`src/rtl/core/mrpc_pkg.sv`:
```
// Shared types, op codes and register indexes for the motor ramp position controller.
`default_nettype none

package mrpc_pkg;

  localparam int unsigned OpW    = 3;
  localparam int unsigned SpeedW = 8;
  localparam int unsigned PosW   = 16;
  localparam int unsigned CfgIdxW  = 3;
  localparam int unsigned CfgDataW = 16;

  // Operation codes carried in the op field
  localparam logic [OpW-1:0] OP_TICK   = 3'd0;
  localparam logic [OpW-1:0] OP_START  = 3'd1;
  localparam logic [OpW-1:0] OP_STOP   = 3'd2;
  localparam logic [OpW-1:0] OP_TOGGLE = 3'd3;
  localparam logic [OpW-1:0] OP_GOTO   = 3'd4;
  localparam logic [OpW-1:0] OP_CENTER = 3'd5;

  // Configuration register indexes
  localparam logic [CfgIdxW-1:0] CFG_START_SPEED = 3'd0;
  localparam logic [CfgIdxW-1:0] CFG_MAX_SPEED   = 3'd1;
  localparam logic [CfgIdxW-1:0] CFG_STEP_UP     = 3'd2;
  localparam logic [CfgIdxW-1:0] CFG_STEP_DOWN   = 3'd3;
  localparam logic [CfgIdxW-1:0] CFG_CENTER_POS  = 3'd4;

  localparam logic DIR_FWD = 1'b1;
  localparam logic DIR_REV = 1'b0;

  typedef struct packed {
    logic [OpW-1:0]         op;
    logic                   dir;
    logic signed [PosW-1:0] goal_position;
    logic signed [PosW-1:0] encoder_position;
    logic signed [PosW-1:0] forward_limit;
    logic signed [PosW-1:0] reverse_limit;
    logic                   on_center;
  } in_item_t;

  typedef struct packed {
    logic [SpeedW-1:0] duty;
    logic              pwm_on;
    logic              dir_out;
    logic              count_enable;
    logic              count_dir;
    logic              started;
    logic              moving;
  } out_item_t;

  // Pipeline control between the input register and the core
  typedef struct packed {
    logic valid;
    logic advance;
  } stage_ctl_t;

endpackage : mrpc_pkg

`default_nettype wire

```
`src/rtl/core/motor_ramp_position_controller_unit.sv`:
```
// Top level of the motor ramp position controller.
`default_nettype none

// Motor ramp position controller. Every input transaction is a tick or a
// command (start, stop, toggle, goto position, find center) together with
// the encoder count, both travel limits and the center sensor; each yields
// exactly one result transaction showing the PWM duty, PWM enable, direction
// pin, encoder counting controls and the started/moving flags after that item.
// Throughput is one transaction per clock while the result side does not
// stall: the item sits in an input register, the update logic (a few 16-bit
// compares, 8-bit adds/subtracts and compares against the step sizes) runs
// in that same cycle, and the controller state and the result register load
// together at the next edge. The result appears once the item has moved from
// the input register into the result register. Backpressure
// on the result side stalls the input register, so in_ready follows
// out_ready combinationally when both stages are full. Configuration writes
// (cfg_we, cfg_index, cfg_wdata) take effect at the edge they are presented
// and are expected only while no transaction is in flight; indexes 0..4 are
// start_speed, max_speed, step_up, step_down and center_position, others are
// ignored.
module motor_ramp_position_controller_unit
  import mrpc_pkg::*;
(
  input  logic                clk,
  input  logic                rst_n,
  input  logic                cfg_we,
  input  logic [CfgIdxW-1:0]  cfg_index,
  input  logic [CfgDataW-1:0] cfg_wdata,
  input  logic                in_valid,
  output logic                in_ready,
  input  in_item_t            in_data,
  output logic                out_valid,
  input  logic                out_ready,
  output out_item_t           out_data
);

  stage_ctl_t ctl;
  in_item_t   item;
  out_item_t  result;
  logic       can_load;

  mrpc_in_stage u_in_stage (
    .clk      (clk),
    .rst_n    (rst_n),
    .in_valid (in_valid),
    .in_ready (in_ready),
    .in_data  (in_data),
    .advance  (can_load),
    .ctl      (ctl),
    .item     (item)
  );

  // State commits exactly when the item moves into the result register
  mrpc_core u_core (
    .clk       (clk),
    .rst_n     (rst_n),
    .cfg_we    (cfg_we),
    .cfg_index (cfg_index),
    .cfg_wdata (cfg_wdata),
    .ctl       (ctl),
    .item      (item),
    .result    (result)
  );

  mrpc_out_stage u_out_stage (
    .clk       (clk),
    .rst_n     (rst_n),
    .load      (ctl.advance),
    .result    (result),
    .can_load  (can_load),
    .out_valid (out_valid),
    .out_ready (out_ready),
    .out_data  (out_data)
  );

endmodule : motor_ramp_position_controller_unit

`default_nettype wire

```
`src/rtl/core/mrpc_in_stage.sv`:
```
// Input register stage with valid/ready handshake.
`default_nettype none

module mrpc_in_stage
  import mrpc_pkg::*;
(
  input  logic       clk,
  input  logic       rst_n,
  input  logic       in_valid,
  output logic       in_ready,
  input  in_item_t   in_data,
  input  logic       advance,
  output stage_ctl_t ctl,
  output in_item_t   item
);

  logic     valid_r, valid_nxt;
  in_item_t item_r;

  // Stage frees up when empty or when its item moves on this cycle
  assign in_ready  = !valid_r || advance;
  assign valid_nxt = in_ready ? in_valid : valid_r;

  always_ff @(posedge clk) begin
    if (!rst_n) begin
      valid_r <= 1'b0;
    end else begin
      valid_r <= valid_nxt;
    end
  end

  always_ff @(posedge clk) begin
    if (in_valid && in_ready) begin
      item_r <= in_data;
    end
  end

  assign ctl.valid   = valid_r;
  assign ctl.advance = valid_r && advance;
  assign item        = item_r;

endmodule : mrpc_in_stage

`default_nettype wire

```
`src/rtl/core/mrpc_core.sv`:
```
// Controller state, configuration registers and per-item update logic.
`default_nettype none

module mrpc_core
  import mrpc_pkg::*;
(
  input  logic                clk,
  input  logic                rst_n,
  input  logic                cfg_we,
  input  logic [CfgIdxW-1:0]  cfg_index,
  input  logic [CfgDataW-1:0] cfg_wdata,
  input  stage_ctl_t          ctl,
  input  in_item_t            item,
  output out_item_t           result
);

  // Configuration
  logic [SpeedW-1:0]      start_speed_r, max_speed_r, step_up_r, step_down_r;
  logic signed [PosW-1:0] center_pos_r;

  // Controller state
  logic [SpeedW-1:0]      duty_r, duty_nxt;
  logic [SpeedW-1:0]      tgt_speed_r, tgt_speed_nxt;
  logic                   tgt_dir_r, tgt_dir_nxt;
  logic                   pin_dir_r, pin_dir_nxt;
  logic                   goto_act_r, goto_act_nxt;
  logic                   seek_r, seek_nxt;
  logic signed [PosW-1:0] goto_tgt_r, goto_tgt_nxt;
  logic                   pwm_en_r, pwm_en_nxt;
  logic                   cnt_on_r, cnt_on_nxt;
  logic                   cnt_dir_r, cnt_dir_nxt;

  // Working signals
  logic signed [PosW-1:0] enc, fl, rl, goal, fl_eff, rl_eff, goto_pos;
  logic                   do_start, start_dir, do_stop, do_goto, hit;
  logic [SpeedW-1:0]      tsp, diff;

  assign enc  = item.encoder_position;
  assign fl   = item.forward_limit;
  assign rl   = item.reverse_limit;
  assign goal = item.goal_position;

  always_ff @(posedge clk) begin
    if (!rst_n) begin
      start_speed_r <= '0;
      max_speed_r   <= '1;
      step_up_r     <= SpeedW'(1);
      step_down_r   <= SpeedW'(1);
      center_pos_r  <= '0;
    end else if (cfg_we) begin
      case (cfg_index)
        CFG_START_SPEED: start_speed_r <= cfg_wdata[SpeedW-1:0];
        CFG_MAX_SPEED:   max_speed_r   <= cfg_wdata[SpeedW-1:0];
        CFG_STEP_UP:     step_up_r     <= cfg_wdata[SpeedW-1:0];
        CFG_STEP_DOWN:   step_down_r   <= cfg_wdata[SpeedW-1:0];
        CFG_CENTER_POS:  center_pos_r  <= cfg_wdata[PosW-1:0];
        default: ;
      endcase
    end
  end

  // Command decode: which of start / stop / goto this item performs
  always_comb begin
    do_start  = 1'b0;
    start_dir = item.dir;
    do_stop   = 1'b0;
    do_goto   = 1'b0;
    goto_pos  = goal;
    case (item.op)
      OP_START: do_start = 1'b1;
      OP_STOP:  do_stop  = 1'b1;
      OP_TOGGLE: begin
        if (tgt_speed_r > start_speed_r) begin
          do_stop = 1'b1;
        end else begin
          do_start = 1'b1;
        end
      end
      OP_GOTO, OP_CENTER: begin
        if (item.op == OP_CENTER) begin
          goto_pos = center_pos_r;
        end
        if (goto_pos != enc) begin
          do_goto   = 1'b1;
          do_start  = 1'b1;
          start_dir = (goto_pos > enc) ? DIR_FWD : DIR_REV;
        end
      end
      default: ;
    endcase
  end

  // Tick: limit / goto / center stop check
  assign fl_eff = (goto_act_r && !seek_r) ? goto_tgt_r : fl;
  assign rl_eff = (goto_act_r && !seek_r) ? goto_tgt_r : rl;
  assign hit    = (tgt_dir_r == DIR_FWD && enc >= fl_eff) ||
                  (tgt_dir_r == DIR_REV && enc <= rl_eff) ||
                  (seek_r && item.on_center);
  assign tsp    = (tgt_dir_r != pin_dir_r) ? start_speed_r :
                  (hit ? start_speed_r : tgt_speed_r);
  assign diff   = (duty_r < tsp) ? (tsp - duty_r) : (duty_r - tsp);

  always_comb begin
    duty_nxt      = duty_r;
    tgt_speed_nxt = tgt_speed_r;
    tgt_dir_nxt   = tgt_dir_r;
    pin_dir_nxt   = pin_dir_r;
    goto_act_nxt  = goto_act_r;
    seek_nxt      = seek_r;
    goto_tgt_nxt  = goto_tgt_r;
    pwm_en_nxt    = pwm_en_r;
    cnt_on_nxt    = cnt_on_r;
    cnt_dir_nxt   = cnt_dir_r;

    if (item.op == OP_TICK) begin
      if (hit) begin
        goto_act_nxt  = 1'b0;
        seek_nxt      = 1'b0;
        tgt_speed_nxt = start_speed_r;
      end
      if (duty_r < tsp) begin
        if (!(duty_r > start_speed_r)) begin
          pwm_en_nxt = 1'b1;
        end
        duty_nxt = (diff < step_up_r) ? tsp : (duty_r + step_up_r);
      end else begin
        duty_nxt = (diff < step_down_r) ? tsp : (duty_r - step_down_r);
        if (duty_nxt <= start_speed_r) begin
          if (tgt_dir_r == pin_dir_r) begin
            pwm_en_nxt  = 1'b0;
            tgt_dir_nxt = DIR_FWD;
            pin_dir_nxt = DIR_FWD;
            cnt_on_nxt  = 1'b0;
          end else begin
            pin_dir_nxt = tgt_dir_r;
            cnt_on_nxt  = 1'b1;
            cnt_dir_nxt = tgt_dir_r;
          end
        end
      end
    end else begin
      if (do_stop) begin
        goto_act_nxt  = 1'b0;
        seek_nxt      = 1'b0;
        tgt_speed_nxt = start_speed_r;
      end
      if (do_start) begin
        goto_act_nxt  = 1'b0;
        seek_nxt      = 1'b0;
        tgt_speed_nxt = max_speed_r;
        tgt_dir_nxt   = start_dir;
        if (!(duty_r > start_speed_r)) begin
          pin_dir_nxt = start_dir;
          cnt_on_nxt  = 1'b1;
          cnt_dir_nxt = start_dir;
        end
      end
      if (do_goto) begin
        goto_act_nxt = 1'b1;
        if (start_dir == DIR_FWD) begin
          goto_tgt_nxt = (goto_pos > fl) ? fl : goto_pos;
        end else begin
          goto_tgt_nxt = (goto_pos < rl) ? rl : goto_pos;
        end
      end
      // Center search flag is set even when already at the center position
      if (item.op == OP_CENTER) begin
        seek_nxt = 1'b1;
      end
    end
  end

  always_ff @(posedge clk) begin
    if (!rst_n) begin
      duty_r      <= '0;
      tgt_speed_r <= '0;
      tgt_dir_r   <= DIR_FWD;
      pin_dir_r   <= DIR_FWD;
      goto_act_r  <= 1'b0;
      seek_r      <= 1'b0;
      goto_tgt_r  <= '0;
      pwm_en_r    <= 1'b0;
      cnt_on_r    <= 1'b0;
      cnt_dir_r   <= DIR_FWD;
    end else if (ctl.advance) begin
      duty_r      <= duty_nxt;
      tgt_speed_r <= tgt_speed_nxt;
      tgt_dir_r   <= tgt_dir_nxt;
      pin_dir_r   <= pin_dir_nxt;
      goto_act_r  <= goto_act_nxt;
      seek_r      <= seek_nxt;
      goto_tgt_r  <= goto_tgt_nxt;
      pwm_en_r    <= pwm_en_nxt;
      cnt_on_r    <= cnt_on_nxt;
      cnt_dir_r   <= cnt_dir_nxt;
    end
  end

  // Result reflects the state after this item
  assign result.duty         = duty_nxt;
  assign result.pwm_on       = pwm_en_nxt;
  assign result.dir_out      = pin_dir_nxt;
  assign result.count_enable = cnt_on_nxt;
  assign result.count_dir    = cnt_dir_nxt;
  assign result.started      = tgt_speed_nxt > start_speed_r;
  assign result.moving       = duty_nxt > start_speed_r;

endmodule : mrpc_core

`default_nettype wire

```
`src/rtl/core/mrpc_out_stage.sv`:
```
// Result register with valid/ready handshake.
`default_nettype none

module mrpc_out_stage
  import mrpc_pkg::*;
(
  input  logic      clk,
  input  logic      rst_n,
  input  logic      load,
  input  out_item_t result,
  output logic      can_load,
  output logic      out_valid,
  input  logic      out_ready,
  output out_item_t out_data
);

  logic      valid_r, valid_nxt;
  out_item_t data_r;

  assign can_load  = !valid_r || out_ready;
  assign valid_nxt = load ? 1'b1 : (valid_r && !out_ready);

  always_ff @(posedge clk) begin
    if (!rst_n) begin
      valid_r <= 1'b0;
    end else begin
      valid_r <= valid_nxt;
    end
  end

  always_ff @(posedge clk) begin
    if (load) begin
      data_r <= result;
    end
  end

  assign out_valid = valid_r;
  assign out_data  = data_r;

endmodule : mrpc_out_stage

`default_nettype wire

```
`config.mk`:
```
export PLATFORM = sky130hd
export DESIGN_NAME = motor_ramp_position_controller_unit
export DESIGN_NICKNAME = d
export VERILOG_FILES = /design/src/rtl/core/mrpc_pkg.sv /design/src/rtl/core/motor_ramp_position_controller_unit.sv /design/src/rtl/core/mrpc_in_stage.sv /design/src/rtl/core/mrpc_core.sv /design/src/rtl/core/mrpc_out_stage.sv
export SDC_FILE = /design/constraint.sdc
export NUM_CORES = 1
export LEC_CHECK = 0
export ABC_AREA = 1
export BUFFER_PORTS_ARGS = -buffer_cell sky130_fd_sc_hd__buf_2
export CAP_MARGIN = 10
export CELL_PAD_IN_SITES_DETAIL_PLACEMENT = 1
export CELL_PAD_IN_SITES_GLOBAL_PLACEMENT = 1
export CORE_MARGIN = 10
export CORE_UTILIZATION = 41
export DETAILED_ROUTE_END_ITERATION = 10
export GPL_TIMING_DRIVEN = 0
export PLACE_DENSITY = 0.81
export SLEW_MARGIN = 20
export SYNTH_ARGS = -nofsm -noshare
export SYNTH_HDL_FRONTEND = slang
export SYNTH_SLANG_ARGS = --single-unit
```
`constraint.sdc`:
```
create_clock -name clk -period 7.17 [get_ports clk]
set_clock_uncertainty 0.15 [all_clocks]
set_input_delay 0.717 -clock clk [delete_from_list [all_inputs] [get_ports clk]]
set_output_delay 0.717 -clock clk [all_outputs]
set_load 0.01 [all_outputs]
```
# --- Yosys cells after proc, flatten, opt, wreduce, memory -nomap -nowiden ---
# Cells that the tools add are included.
totals:
  regBits: 172
  latch_bits: 0
  mem_bits_rw: 0
  rom_bits: 0
  in_bits: 93
  output_inout_bits: 16
  mem_count: 0
op_classes:
  add_sub_neg: 4
  multipliers: 0
  div_mod_pow: 0
  n_lt_le_gt_ge: 13
  eq_ne: 15
  shift: 0
  muxes: 62
  bitwise: 2
  n_reduce_logical: 30
op_table:
  columns: ["cell", "count"]
  rows:
  - ["16-bit two-way mux", 8]
  - ["8-bit two-way mux", 10]
  - ["1-bit two-way mux", 42]
  - ["16-bit > comparator", 2]
  - ["8-bit > comparator", 4]
  - ["8-bit less-than comparator", 3]
  - ["8-bit subtractor", 3]
  - ["16-bit greater-or-equal comparator", 1]
  - ["16-bit less-or-equal comparator", 1]
  - ["16-bit less-than comparator", 1]
  - ["16-bit inequality test", 1]
  - ["3-bit by 2-bit == test with 1-bit output (second input constant)", 4]
  - ["2-bit AND reduction", 5]
  - ["3-bit == test (second input constant)", 3]
  - ["3-bit AND reduction", 3]
  - ["8-bit adder", 1]
  - ["8-bit less-or-equal comparator", 1]
  - ["4-bit nonzero test", 2]
  - ["1-bit logical AND", 7]
  - ["3-bit by 1-bit == test with 1-bit output (second input constant)", 2]
  - ["3-bit zero test", 2]
  - ["1-bit zero test", 4]
  - ["1-bit logical OR", 4]
  - ["2-bit inequality test (second input constant)", 2]
  - ["other kinds (9)", 10]

# --- Longest topological paths before layout ---
depth:
  word_depth: 17
  ltp_mapped: 61
  mapped_depth_nobuf: 61

# --- Cells and area by module ---
# Synthesis repeated with hierarchy kept, for this count alone.
hier_totals:
  hier_cells: 1545
  hier_area_um2: 12009.0
by_module_without_submodules:
  columns: ["module", "n_inst", "cells_per_inst", "area_each_um2"]
  rows:
  - ["mrpc_core", 1, 1446, 9404.0]
  - ["mrpc_in_stage", 1, 79, 2138.3]
  - ["mrpc_out_stage", 1, 20, 466.7]

# --- Least setup slack after synthesis ---
# OpenSTA, ideal clock, no wires.
synth_timing:
  path_type: "reg-to-reg"
  start: "register u_core.goto_act_r"
  end: "register u_out_stage.data_r, in the netlist u_out_stage.out_data[2], data pin"
  setup_ps: 259
  t_arrival_ps: 6864
  path_slack_ps: -104
  stages_incl_launch_ff: 55
  path_buffers: 2
  synth_period_minus_slack_ps: 7274
  path_cell_list: "dfxtp_1 > inv_1 > nor2_1 > inv_1 > clkbuf_1 > or2_2 > o21ai_0 > ha_1 > nand2_1 > inv_1 > o21ai_1 > a21oi_1 > nor2_1 > nand2_1 > nand2_1 > nand3_1 > nand2_2 > nand3_4 > [... 19 more ...] > inv_1 > a221oi_1 > clkbuf_1 > o211ai_1 > nand2_1 > inv_1 > ha_1 > nand2_1 > nor2_1 > nand3_1 > o21ai_0 > inv_1 > nor2_2 > inv_2 > nor2_1 > inv_1 > o21ai_1 > nand2_1"
synth_lines:
  columns: ["item", "line", "rtl"]
  rows:
  - ["start: declaration", "mrpc_core.sv:26", "logic goto_act_r, goto_act_nxt;"]
  - ["start signal: assignment", "mrpc_core.sv:190", "goto_act_r <= goto_act_nxt;"]
  - ["end signal: assignment", "mrpc_out_stage.sv:33", "data_r <= result;"]
  - ["end: declaration", "mrpc_out_stage.sv:18", "out_item_t data_r;"]

==> metrics.log <==
[metrics] Clk pin slew, worst setup/hold paths: 80 ps
[metrics] Crit Path Class: flip-flop to flip-flop
[metrics] sequential-to-total area share from yosys stat: 0.3512
[metrics] layout cells sized above 1: 0.2293
[metrics] Clock Tree Buf Depth: 2
[metrics] critical path launch point type: flip-flop
[metrics] clk sinks: 172
[metrics] row count: 63
[metrics] fillcell total: 3600
[metrics] total number of H-tree levels: 4
[metrics] Cell Int Power: 0.002522 W
[metrics] Starting Density: 0.4128
[metrics] Setup violations, final: 10
[metrics] area of the multi-input gates: 7473 sq um
[metrics] most common cell after layout, fill and taps aside: sky130_fd_sc_hd__nand2_1
[metrics] count of pins on the block boundary: 109
[metrics] register share of total power: 0.264
[metrics] total wire length after detailed routing: 42910 microns
[metrics] proportion of synthesized flip-flops having asynchronous set or reset: 0
[metrics] PwrDens: 290.0 nW/um^2
[metrics] growth of design area from synthesis to finish: 22.24%
[metrics] highest achievable clock rate: 127.8 MHz
[metrics] switching power: 0.001792 W
[metrics] HPWL after detailed placement: 32920 microns
[metrics] class of the most critical hold timing path: primary input to flip-flop
[metrics] Sequential Area: 4275 sq um
[metrics] Inserted Diodes: 0
[metrics] number of design-rule violations left by the first detailed-router iteration: 743
[metrics] Finished Layout Cells: 2108
[metrics] Leakage Power: 6.929 nW
[metrics] number of distinct library cells after synthesis: 53
[metrics] kind of cell adding the most delay to the critical path: simple AND/OR/NAND/NOR gates
[metrics] launching point of the worst reg2reg path: u_core.seek_r
[metrics] beginning of the worst hold path: in_data[16]
[metrics] Final WS setup: -654.3 ps
[metrics] crit path buf inv count: 12
[metrics] area enclosed by the die boundary: 36980 sq um
[metrics] TritonRoute pass-1 iters: 5
[metrics] instance count along the most critical hold path: 1
[metrics] setup repair after global routing missed its margin: true
[metrics] number of nets with antenna violations after routing: 0
[metrics] area share of and/or/nand/nor cells after synthesis: 0.1927
[metrics] sw frac: 0.4153
[metrics] TritonCTS clock tree: built
[metrics] total grt overflow: 0
[metrics] Least-Margin Pin Slew: 1184 ps
[metrics] Min Clock Period, post-route: 7824 ps
[metrics] Main synth FF type: sky130_fd_sc_hd__dfxtp_1
[metrics] post-placement setup slack: -2365 ps
[metrics] delay of the slowest cell on the worst path: 360 ps
[metrics] crit path max-delay cell type: sky130_fd_sc_hd__fa_2
[metrics] count of synthesis-stage warnings from yosys: 0
[metrics] clock network fraction of total power: 0.219
[metrics] Via-to-Cell Ratio: 5.510
[metrics] number of cells on the worst reg-to-reg path: 50
[metrics] synthesized-area fraction occupied by xor and xnor cells: 0.01079
[metrics] Core ar.: 29480 sq um
[metrics] drt drc: 0
[metrics] synthesized net count: 1800
[metrics] compound-cell area share of the yosys netlist: 0.1790
[metrics] quantity of hold-fixing buffers added after cts: 0
[metrics] average wire per cell in the routed design: 20.36 microns
[metrics] Worst EP required: 7230 ps
[metrics] combinational group share of total power: 0.517
[metrics] Root Buffer: sky130_fd_sc_hd__clkbuf_16
[metrics] critical path peak fanout: 8
[metrics] die extent in x: 192.3 microns
[metrics] cts bufs inserted: 17
[metrics] reg-to-reg endpoint: u_out_stage.out_data[3]
[metrics] depth of the critical timing path with buffers and inverters included: 50
[metrics] latest clock arrival within the worst-skew pair: 460 ps
[metrics] status: complete, but fails checks
[metrics] number of buffers added on ports: 108
[metrics] Overall Power: 0.004314 W
[metrics] #FFs+latches synth: 172
[metrics] EDFF count, synth: 83
[metrics] combinational family with the most area after synthesis: simple AND/OR/NAND/NOR gates
[metrics] arithmetic-cell share of the synthesized area counting full adders, half adders and majority gates: 0.1742
[metrics] violations in the final reports: negative setup slack
[metrics] detailed-route via count: 11620
[metrics] number of cells produced by synthesis: 1540
[metrics] count of max-cap constraint violations: 0
[metrics] GRT Overall Usage: 0.2320
[metrics] gp weighted congestion: 0.9059
[metrics] most frequent cells in the layout: sky130_fd_sc_hd__nand2_1, sky130_fd_sc_hd__inv_1, sky130_fd_sc_hd__ha_1
[metrics] initial antenna violation count: 1
[metrics] number of failing hold endpoints at the final stage: 0
[metrics] pin count of the biggest net entering global routing: 63
[metrics] Tcrit/Tclk final: 1.091
[metrics] type of destination of the critical path: flip-flop
[metrics] maximum vdd ir drop: 0.1798 mV
[metrics] DP Cell Count: 2039
[metrics] count of pins over their slew limit: 0
[metrics] global-route wire length before repair: 67150 microns
[metrics] Worst R2R Setup Slack: -650 ps
[metrics] vias in the first global route: 12260
[metrics] syn_area_per_cell: 7.903 sq um
[metrics] Min-Delay Endpoint: u_in_stage.item[16]
[metrics] post-layout utilization of the core: 0.5046
[metrics] worst endpoint data arrival time: 7890 ps
[metrics] mux contribution to synthesized area: 0.001645
[metrics] Post-Synthesis Cell Area: 12170 sq um
[metrics] Chip Height: 192.3 microns
[metrics] relative slew slack: 0.2023
[metrics] post-layout net count: 1965
[worst max path at each step]
| stage | from | to | slack, ps |
|---|---|---|---|
| after floorplan | u_core.goto_act_r | u_out_stage.out_data[2] | 70 |
| after global placement | u_core.goto_act_r | u_out_stage.out_data[5] | -2240 |
| after detailed placement | u_core.goto_act_r | u_out_stage.out_data[5] | -2360 |
| after CTS | u_core.goto_act_r | u_out_stage.out_data[3] | -540 |
| after global routing | u_core.goto_act_r | u_out_stage.out_data[3] | -1010 |
| final | u_core.seek_r | u_out_stage.out_data[3] | -650 |
[worst register-to-register path: cells and delay by family (launching register included)]
family	cells	cell delay [ps]
adder cells (fa/ha/maj)	5	1310
AO/OA/AOI/OAI	13	1800
multiplexers	1	300
flip-flops	1	350
AND/OR/NAND/NOR	18	2150
buffers and inverters	12	1290
XOR/XNOR	1	250
[power groups by stage]
stage	Combinational (W)	Sequential, W	Clock [W]
after detailed placement	0.00156	0.00116	0
after global routing	0.00246	0.00114	0.00100
after CTS	0.00200	0.00114	0.000957
final	0.00223	0.00114	0.000946
after global placement	0.00148	0.00116	0
after floorplan	0.00109	0.00114	0
[routing by layer]
layer	global-route usage	vias up	wire, microns
li1	-	5549	-
met5	0	-	7
met3	0.03831	48	2404
met2	0.3799	289	19910
met4	0.05933	2	681
met1	0.3112	5727	19910
[final cells by class]
| type | instances | share of cell area |
|---|---|---|
| Multi-Input combinational cell | 1085 | 0.5024 |
| Sequential cell | 172 | 0.2874 |
| Inverter | 243 | 0.06215 |
| Timing Repair Buffer | 146 | 0.05904 |
| Tap cell | 390 | 0.03280 |
| Clock buffer | 19 | 0.03003 |
| Buffer | 40 | 0.01733 |
| Clock inverter | 13 | 0.008915 |
[logic make-up after synthesis]
| logic type | Yosys count |
|---|---|
| buf+inv | 284 |
| xor+xnor | 15 |
| compound gates | 384 |
| mux | 2 |
| fa+ha+maj | 167 |
| simple gates | 516 |
| flops | 172 |
[registers in the layout, indices dropped and copies added (netlist names)]
| signal | count |
|---|---|
| u_core.max_speed_r | 8 |
| u_core.seek_r | 1 |
| u_core.cnt_on_r | 1 |
| u_core.step_down_r | 8 |
| u_core.cnt_dir_r | 1 |
| u_out_stage.out_data | 14 |
| u_core.goto_tgt_r | 16 |
| u_core.step_up_r | 8 |
| u_core.goto_act_r | 1 |
| u_core.tgt_speed_r | 8 |
| u_out_stage.out_valid | 1 |
| u_core.tgt_dir_r | 1 |
| u_core.start_speed_r | 8 |
| u_in_stage.valid_r | 1 |
| u_core.center_pos_r | 16 |
| u_core.duty_r | 8 |
| u_core.pwm_en_r | 1 |
| u_core.pin_dir_r | 1 |
| u_in_stage.item | 69 |
[Yosys cell counts (2+ instances only)]
cell / number / share of area
sky130_fd_sc_hd__nor3_1: 8 / 0.0033
sky130_fd_sc_hd__dfxtp_1: 89 / 0.15
sky130_fd_sc_hd__nand4_1: 14 / 0.0072
sky130_fd_sc_hd__xor2_1: 10 / 0.0072
sky130_fd_sc_hd__nand2_1: 295 / 0.091
sky130_fd_sc_hd__o221ai_1: 4 / 0.0029
sky130_fd_sc_hd__a21o_1: 13 / 0.0080
sky130_fd_sc_hd__nand3_1: 89 / 0.037
sky130_fd_sc_hd__and2_2: 3 / 0.0019
sky130_fd_sc_hd__nand3_4: 2 / 0.0029
sky130_fd_sc_hd__nand3b_1: 2 / 0.0012
sky130_fd_sc_hd__clkbuf_1: 34 / 0.010
sky130_fd_sc_hd__a31oi_1: 19 / 0.0098
sky130_fd_sc_hd__xnor2_1: 5 / 0.0036
sky130_fd_sc_hd__inv_2: 6 / 0.0019
sky130_fd_sc_hd__inv_1: 235 / 0.072
sky130_fd_sc_hd__fa_1: 4 / 0.0066
sky130_fd_sc_hd__buf_6: 4 / 0.0037
sky130_fd_sc_hd__o21a_1: 5 / 0.0031
sky130_fd_sc_hd__mux2i_1: 2 / 0.0016
sky130_fd_sc_hd__or2_2: 20 / 0.010
sky130_fd_sc_hd__a21oi_2: 11 / 0.0079
sky130_fd_sc_hd__o21ai_2: 2 / 0.0014
sky130_fd_sc_hd__nand3_2: 12 / 0.0099
sky130_fd_sc_hd__edfxtp_1: 83 / 0.20
sky130_fd_sc_hd__o21ai_0: 137 / 0.056
sky130_fd_sc_hd__o21ai_1: 10 / 0.0041
sky130_fd_sc_hd__o211ai_1: 19 / 0.012
sky130_fd_sc_hd__nand2_2: 13 / 0.0067
sky130_fd_sc_hd__buf_2: 3 / 0.0012
sky130_fd_sc_hd__a21oi_1: 146 / 0.060
sky130_fd_sc_hd__and2_1: 4 / 0.0021
sky130_fd_sc_hd__nor2_2: 2 / 0.0010
sky130_fd_sc_hd__ha_1: 163 / 0.17
sky130_fd_sc_hd__nor2_1: 46 / 0.014
sky130_fd_sc_hd__nor3_2: 2 / 0.0016
sky130_fd_sc_hd__a211oi_1: 3 / 0.0019
sky130_fd_sc_hd__o21bai_1: 5 / 0.0031
sky130_fd_sc_hd__nand2_4: 2 / 0.0019
[per-stage QoR]
| step | TNS [ps] | hold WS (ps) | area, sq um |
|---|---|---|---|
| 2_1_floorplan | 0 | 274.5 | 12170 |
| 3_3_place_gp | -36750 | 291.0 | 13200 |
| 3_5_place_dp | -39540 | 296.0 | 13230 |
| 4_1_cts | -4367 | 258.5 | 14540 |
| 5_1_grt | -8931 | 255.8 | 14880 |
| 6_report | -5655 | 276.1 | 14880 |
[timing repair]
action,in CTS,in global routing
gates resized for setup,145,60
endpoints found under the setup margin,26,20
gates cloned,2,0
buffers inserted,29,7
pin swaps,69,50
(Power assumes the default switching activity.)
